--- config.mk ---
export PLATFORM = sky130hd
export DESIGN_NAME = vgbs_ctrl
export DESIGN_NICKNAME = d
export VERILOG_FILES = /design/src/rtl/core/vgbs_pkg.sv /design/src/rtl/core/vgbs_ctrl.sv
export SDC_FILE = /design/constraint.sdc
export NUM_CORES = 1
export LEC_CHECK = 0
export ABC_AREA = 1
export BUFFER_PORTS_ARGS = -buffer_cell sky130_fd_sc_hd__buf_2
export CAP_MARGIN = 20
export CORE_UTILIZATION = 35
export DETAILED_ROUTE_END_ITERATION = 8
export PLACE_DENSITY = 0.74
export SYNTH_ARGS = -nofsm -noshare
export SYNTH_HDL_FRONTEND = slang
export SYNTH_SLANG_ARGS = --single-unit
--- constraint.sdc ---
create_clock -name i_clk -period 1.7 [get_ports i_clk]
set_clock_uncertainty 0.2 [all_clocks]
set_input_delay 0.17 -clock i_clk [delete_from_list [all_inputs] [get_ports i_clk]]
set_output_delay 0.17 -clock i_clk [all_outputs]
set_load 0.01 [all_outputs]
--- src/rtl/core/vgbs_pkg.sv ---
// Shared constants, command codes, control structs and helpers for the voxel grid box store.
package vgbs_pkg;

    localparam int MAX_DIM   = 16;
    localparam int ID_BITS   = 16;
    localparam int DIM_W     = 5;
    localparam int POS_W     = 4;
    localparam int SIZE_W    = 5;
    localparam int CMD_W     = 3;
    localparam int CFG_IDX_W = 2;
    localparam int CELLS     = MAX_DIM * MAX_DIM * MAX_DIM;
    localparam int ADDR_W    = $clog2(CELLS);
    localparam int TOT_W     = ADDR_W + 1;
    localparam int IDX_W     = ADDR_W + 2;
    localparam int WD_W      = $clog2(MAX_DIM * MAX_DIM) + 1;

    localparam logic [CMD_W-1:0] CMD_READ  = 3'd0;
    localparam logic [CMD_W-1:0] CMD_WRITE = 3'd1;
    localparam logic [CMD_W-1:0] CMD_FILL  = 3'd2;
    localparam logic [CMD_W-1:0] CMD_BCLR  = 3'd3;
    localparam logic [CMD_W-1:0] CMD_OVL   = 3'd4;
    localparam logic [CMD_W-1:0] CMD_FIND  = 3'd5;
    localparam logic [CMD_W-1:0] CMD_CLEAR = 3'd6;

    localparam logic [CFG_IDX_W-1:0] CFG_WIDTH  = 2'd0;
    localparam logic [CFG_IDX_W-1:0] CFG_DEPTH  = 2'd1;
    localparam logic [CFG_IDX_W-1:0] CFG_HEIGHT = 2'd2;

    typedef struct packed {
        logic latch;
        logic prep1;
        logic prep2;
        logic walk_step;
        logic scan_init;
        logic scan_step;
        logic mem_rd;
        logic mem_wr;
        logic wr_zero;
        logic chk;
        logic rd_cap;
        logic set_ok;
    } t_dp_cmd;

    typedef struct packed {
        logic [CMD_W-1:0] cmd;
        logic             in_range;
        logic             box_ok;
        logic             origin_ok;
        logic             walk_last;
        logic             scan_last;
        logic             clear_last;
    } t_dp_stat;

    // Zero acts as one, anything above the maximum acts as the maximum.
    function automatic logic [DIM_W-1:0] eff_dim(input logic [DIM_W-1:0] r);
        logic [DIM_W-1:0] res;
        if (r == '0) begin
            res = DIM_W'(1);
        end else if (r > DIM_W'(MAX_DIM)) begin
            res = DIM_W'(MAX_DIM);
        end else begin
            res = r;
        end
        return res;
    endfunction

endpackage

--- src/rtl/core/vgbs_ctrl.sv ---
// Controller: sequences setup, point access, box walks, scans and clearing sweeps.
module vgbs_ctrl (
    input  logic               i_clk,
    input  logic               i_rst_n,
    input  logic               i_start,
    input  vgbs_pkg::t_dp_stat i_stat,
    output vgbs_pkg::t_dp_cmd  o_dp_cmd,
    output logic               o_busy,
    output logic               o_valid
);

    localparam logic [3:0] S_IDLE  = 4'd0;
    localparam logic [3:0] S_PREP1 = 4'd1;
    localparam logic [3:0] S_PREP2 = 4'd2;
    localparam logic [3:0] S_DISP  = 4'd3;
    localparam logic [3:0] S_RDW   = 4'd4;
    localparam logic [3:0] S_FILL  = 4'd5;
    localparam logic [3:0] S_OVL   = 4'd6;
    localparam logic [3:0] S_FIND  = 4'd7;
    localparam logic [3:0] S_WAIT  = 4'd8;
    localparam logic [3:0] S_CLEAR = 4'd9;
    localparam logic [3:0] S_RESP  = 4'd10;

    logic [3:0] r_state, n_state;
    logic       r_report, n_report;

    always_ff @(posedge i_clk) begin
        if (!i_rst_n) begin
            r_state  <= S_CLEAR;
            r_report <= 1'b0;
        end else begin
            r_state  <= n_state;
            r_report <= n_report;
        end
    end

    always_comb begin
        o_dp_cmd = '0;
        n_state  = r_state;
        n_report = r_report;
        unique case (r_state)
            S_IDLE: begin
                if (i_start) begin
                    o_dp_cmd.latch = 1'b1;
                    n_report       = 1'b1;
                    n_state        = S_PREP1;
                end
            end
            S_PREP1: begin
                o_dp_cmd.prep1 = 1'b1;
                n_state        = S_PREP2;
            end
            S_PREP2: begin
                o_dp_cmd.prep2 = 1'b1;
                n_state        = S_DISP;
            end
            S_DISP: begin
                unique case (i_stat.cmd)
                    vgbs_pkg::CMD_READ: begin
                        if (i_stat.in_range) begin
                            o_dp_cmd.mem_rd = 1'b1;
                            n_state         = S_RDW;
                        end else begin
                            n_state = S_RESP;
                        end
                    end
                    vgbs_pkg::CMD_WRITE: begin
                        if (i_stat.in_range) begin
                            o_dp_cmd.mem_wr = 1'b1;
                            o_dp_cmd.set_ok = 1'b1;
                        end
                        n_state = S_RESP;
                    end
                    vgbs_pkg::CMD_FILL, vgbs_pkg::CMD_BCLR: begin
                        n_state = i_stat.box_ok ? S_FILL : S_RESP;
                    end
                    vgbs_pkg::CMD_OVL: begin
                        n_state = i_stat.origin_ok ? S_OVL : S_RESP;
                    end
                    vgbs_pkg::CMD_FIND: begin
                        o_dp_cmd.scan_init = 1'b1;
                        n_state            = S_FIND;
                    end
                    vgbs_pkg::CMD_CLEAR: begin
                        o_dp_cmd.scan_init = 1'b1;
                        n_state            = S_CLEAR;
                    end
                    default: begin
                        n_state = S_RESP;
                    end
                endcase
            end
            S_RDW: begin
                o_dp_cmd.rd_cap = 1'b1;
                n_state         = S_RESP;
            end
            S_FILL: begin
                o_dp_cmd.mem_wr    = 1'b1;
                o_dp_cmd.walk_step = 1'b1;
                if (i_stat.walk_last) begin
                    o_dp_cmd.set_ok = 1'b1;
                    n_state         = S_RESP;
                end
            end
            S_OVL: begin
                o_dp_cmd.mem_rd    = 1'b1;
                o_dp_cmd.chk       = 1'b1;
                o_dp_cmd.walk_step = 1'b1;
                if (i_stat.walk_last) begin
                    n_state = S_WAIT;
                end
            end
            S_FIND: begin
                o_dp_cmd.mem_rd    = 1'b1;
                o_dp_cmd.chk       = 1'b1;
                o_dp_cmd.scan_step = 1'b1;
                if (i_stat.scan_last) begin
                    n_state = S_WAIT;
                end
            end
            S_WAIT: begin
                // let the last read land in the hit flag
                n_state = S_RESP;
            end
            S_CLEAR: begin
                o_dp_cmd.mem_wr    = 1'b1;
                o_dp_cmd.wr_zero   = 1'b1;
                o_dp_cmd.scan_step = 1'b1;
                if (i_stat.clear_last) begin
                    n_state = r_report ? S_RESP : S_IDLE;
                end
            end
            S_RESP: begin
                n_state = S_IDLE;
            end
            default: begin
                n_state = S_IDLE;
            end
        endcase
    end

    assign o_busy  = (r_state != S_IDLE);
    assign o_valid = (r_state == S_RESP);

endmodule

==> results by group <==
Pwr
  • Switch share: 0.456
  • P_leak: roughly 0.43 nW
  • Seq pwr share: 0.247
  • VDD IR-drop max: between 500 and 600 uV
  • Comb power frac: 0.562
  • PwrDens: 960 mW/mm^2
  • Psw: between 0.0003 and 0.0004 W
  • Pint: 0.000394 W
  • Clock power frac: 0.191

Worst setup path
  • Worst Path Buf+Inv: 2
  • CP Max Fanout: 5
  • Slowest CP cell: dfxtp_4
  • Largest stage delay, worst path: between 0.3 and 0.4 ns
  • Critical path type: reg -> out
  • Crit path launch type: register
  • R2r setup slk: 0.26 ns
  • CP most frequent cell: nor2_4
  • Critical path's top delay family: simple AND/OR/NAND/NOR gates
  • CP cell instances: nor2_4 > inv_4 > nor2_4 > nand4_1 > o21ai_1 > buf_2
  • Req. time, crit path: roughly 1.3 ns
  • Crit path capture type: primary output
  • Reg2reg start: r_state[2]
  • Reg2Reg Depth: 5
  • Worst EP arrival: 1.27 ns
  • Reg-to-Reg End: r_state[2]

Synthesis
  • Seq/Total Area, Yosys: 0.190
  • Syn. warnings: 0
  • Mapped Nets: roughly 110
  • Commonest register cell after synthesis: dfxtp_1
  • Most frequent cell after synthesis: nand2_1
  • Synth area leaders: dfxtp_1 19%, nand2_1 14%, nor2_1 13%
  • Syn Area/Cell: roughly 5.5 um^2
  • Syn Inst Count: 96
  • Mapped cell area: 526 um^2
  • Cell taking the most area after synthesis: dfxtp_1
  • EDFF count, synth: 0
  • Synth Register Bits: 5
  • Cell variety after synth: 18
  • Post-synth top cells: 19 x nand2_1, 18 x nor2_1, 16 x inv_1, 11 x nand3_1
  • Synth top area share: 0.190
  • Post-synth ARST share: 0

STA
  • Tmin final: between 1.5 and 2 ns
  • Final setup viols: 0
  • Max Slew Vio Count: 0
  • Final Cycle Share: 0.963
  • Max-slew headroom: 0.797
  • Fmax: 0.611 GHz
  • Tightest Pin Transition: 0.303 ns
  • Final hold viol count: 0
  • Post-route setup slack: 0.0634 ns
  • RSZ-0062 raised after global routing: yes

Finish
  • Share of post-route cells with drive strength above 1: 0.372
  • Diodes inserted: 0
  • Number of nets in the layout: 142
  • Design area: approximately 750 um^2
  • Layout area overhead: 43.6%

Global routing
  • Pin count of the biggest net entering global routing: 9
  • GRT Util Overall: 0.188
  • Initial antenna violation count: 0
  • Vias in the first global route: 538
  • Congestion Overflow GR: 0
  • First-pass GRT wire length: 2100 um

Hold path
  • WHS Endpoint: r_state[3]
  • Hold depth: 4
  • Hold Startpoint: i_stat[0]
  • Hold crit path type: in -> reg

Clock network
  • H-Tree Depth: 1
  • Clock-pin slew on the worst setup and hold paths: around 0.040 ns
  • CTS max path bufs: 2
  • CTS Sinks: 5
  • Num CTS Buffers: 3
  • CTS tree: built
  • Clock Latency Late Sink: 0.25 ns
  • Clk root buf: clkbuf_4

Route
  • Routed length per placed instance: 9.59 um
  • Post-route DRC: 0
  • Drt initial violations: 23
  • Antenna-violating nets left: 0
  • Via/cell ratio: 4.74
  • DRT Wirelength: 1380 um
  • First-pass detailed-route iteration total: 4
  • Via count: 682

Floorplanning
  • Starting Density: 0.389
  • Die height: 40.8 um
  • Row count: 13
  • Total Die Area: around 0.0017 mm^2
  • I/O pins: 26
  • Die Width: 40.8 um
  • Core outline area: around 0.0014 mm^2

Placed design
  • Routability cong.: between 0.8 and 0.9
  • Dpl hpwl: 1110 um
  • Port buffer count: 25
  • Pre-CTS setup slack: ~0.18 ns
  • Placed Instance Area: between 600 and 700 um^2

Job
  • Maxcap violations: 0

Status
  • Outcome: complete, no violations
-- metrics by stage --
| stage | hold WS, ns | utilization | setup TNS (ns) | instances | total power, W |
|---|---|---|---|---|---|
| 2_1_floorplan | 0.0541 | - | 0 | 96 | 0.000430 |
| 3_3_place_gp | 0.194 | 0.496 | 0 | 136 | 0.000535 |
| 3_5_place_dp | 0.198 | 0.496 | 0 | 136 | 0.000539 |
| 4_1_cts | 0.0654 | 0.528 | 0 | 141 | 0.000691 |
| 5_1_grt | 0.112 | 0.559 | -0.0703 | 144 | 0.000794 |
| 6_report | 0.0602 | 0.559 | 0 | 144 | 0.000724 |
-- routing by layer --
metal	part of all wire	up-vias	GRT usage
li1	-	371	-
met1	0.48	290	0.228
met2	0.47	19	0.325
met3	0.039	2	0.0489
met4	0.0094	0	0.0500
met5	0	-	0
-- power groups by stage --
| stage | clock network (W) | registers (W) | logic (W) |
|---|---|---|---|
| after floorplan | 0 | 0.000168 | 0.000262 |
| after global placement | 0 | 0.000173 | 0.000362 |
| after detailed placement | 0 | 0.000175 | 0.000365 |
| after CTS | 0.000140 | 0.000176 | 0.000375 |
| after global routing | 0.000148 | 0.000183 | 0.000463 |
| final | 0.000138 | 0.000179 | 0.000407 |
-- logic make-up (layout without fill, tap and decap cells) --
| kind of cell | Yosys count | after routing | share of synthesized area |
|---|---|---|---|
| simple gates | 59 | 59 | 0.538 |
| buf+inv | 19 | 52 | 0.136 |
| flops | 5 | 5 | 0.190 |
| compound gates | 13 | 13 | 0.136 |
-- layout make-up --
type / count / area, um^2
inverter: 19 / 73.8
fill: 137 / 596
clock buffer: 4 / 26.3
multi-input combinational: 72 / 372
sequential: 5 / 106
timing repair buffer: 29 / 158
tap: 15 / 18.8
-- worst reg2reg max path, stage by stage (launching register included) --
cell	delay, ns
dfxtp_4	0.36
nor2_4	0.14
nand3_1	0.12
nor2_1	0.27
o21ai_1	0.11
a21oi_1	0.15
-- worst max-delay path by stage --
stage,from,end,slack [ns],cells past startpoint
final,r_state[2],o_dp_cmd[0],0.06,6
after global routing,r_state[2],o_dp_cmd[0],-0.05,6
after CTS,r_state[2],o_dp_cmd[0],0.001,6
after detailed placement,r_state[0],o_dp_cmd[0],0.18,5
after global placement,r_state[2],o_dp_cmd[0],0.21,6
after floorplan,r_state[1],r_state[0],0.34,8
-- registers in the layout, summed over array words and instances, names as in the netlist --
name / flops
r_report: 1
r_state: 4
-- layout by cell type (no fill, tap or decap), drive strengths merged, types with 2 or more instances in the layout --
master / netlist / final
dfxtp: 5 / 5
nor2: 21 / 21
o21ai: 7 / 7
a21oi: 3 / 3
buf: 0 / 28
nand2: 23 / 23
clkbuf: 0 / 4
nand3: 13 / 13
inv: 19 / 19
nand4: 2 / 2
-- what timing repair did --
action,in CTS,in global routing
cloned,0,0
endpoints found under the hold margin,4,0
endpoints found under the setup margin,4,4
resized for setup,4,7
pin swaps,0,2
hold buffers,1,0
setup buffers,0,3
(Power assumes the default switching activity.)
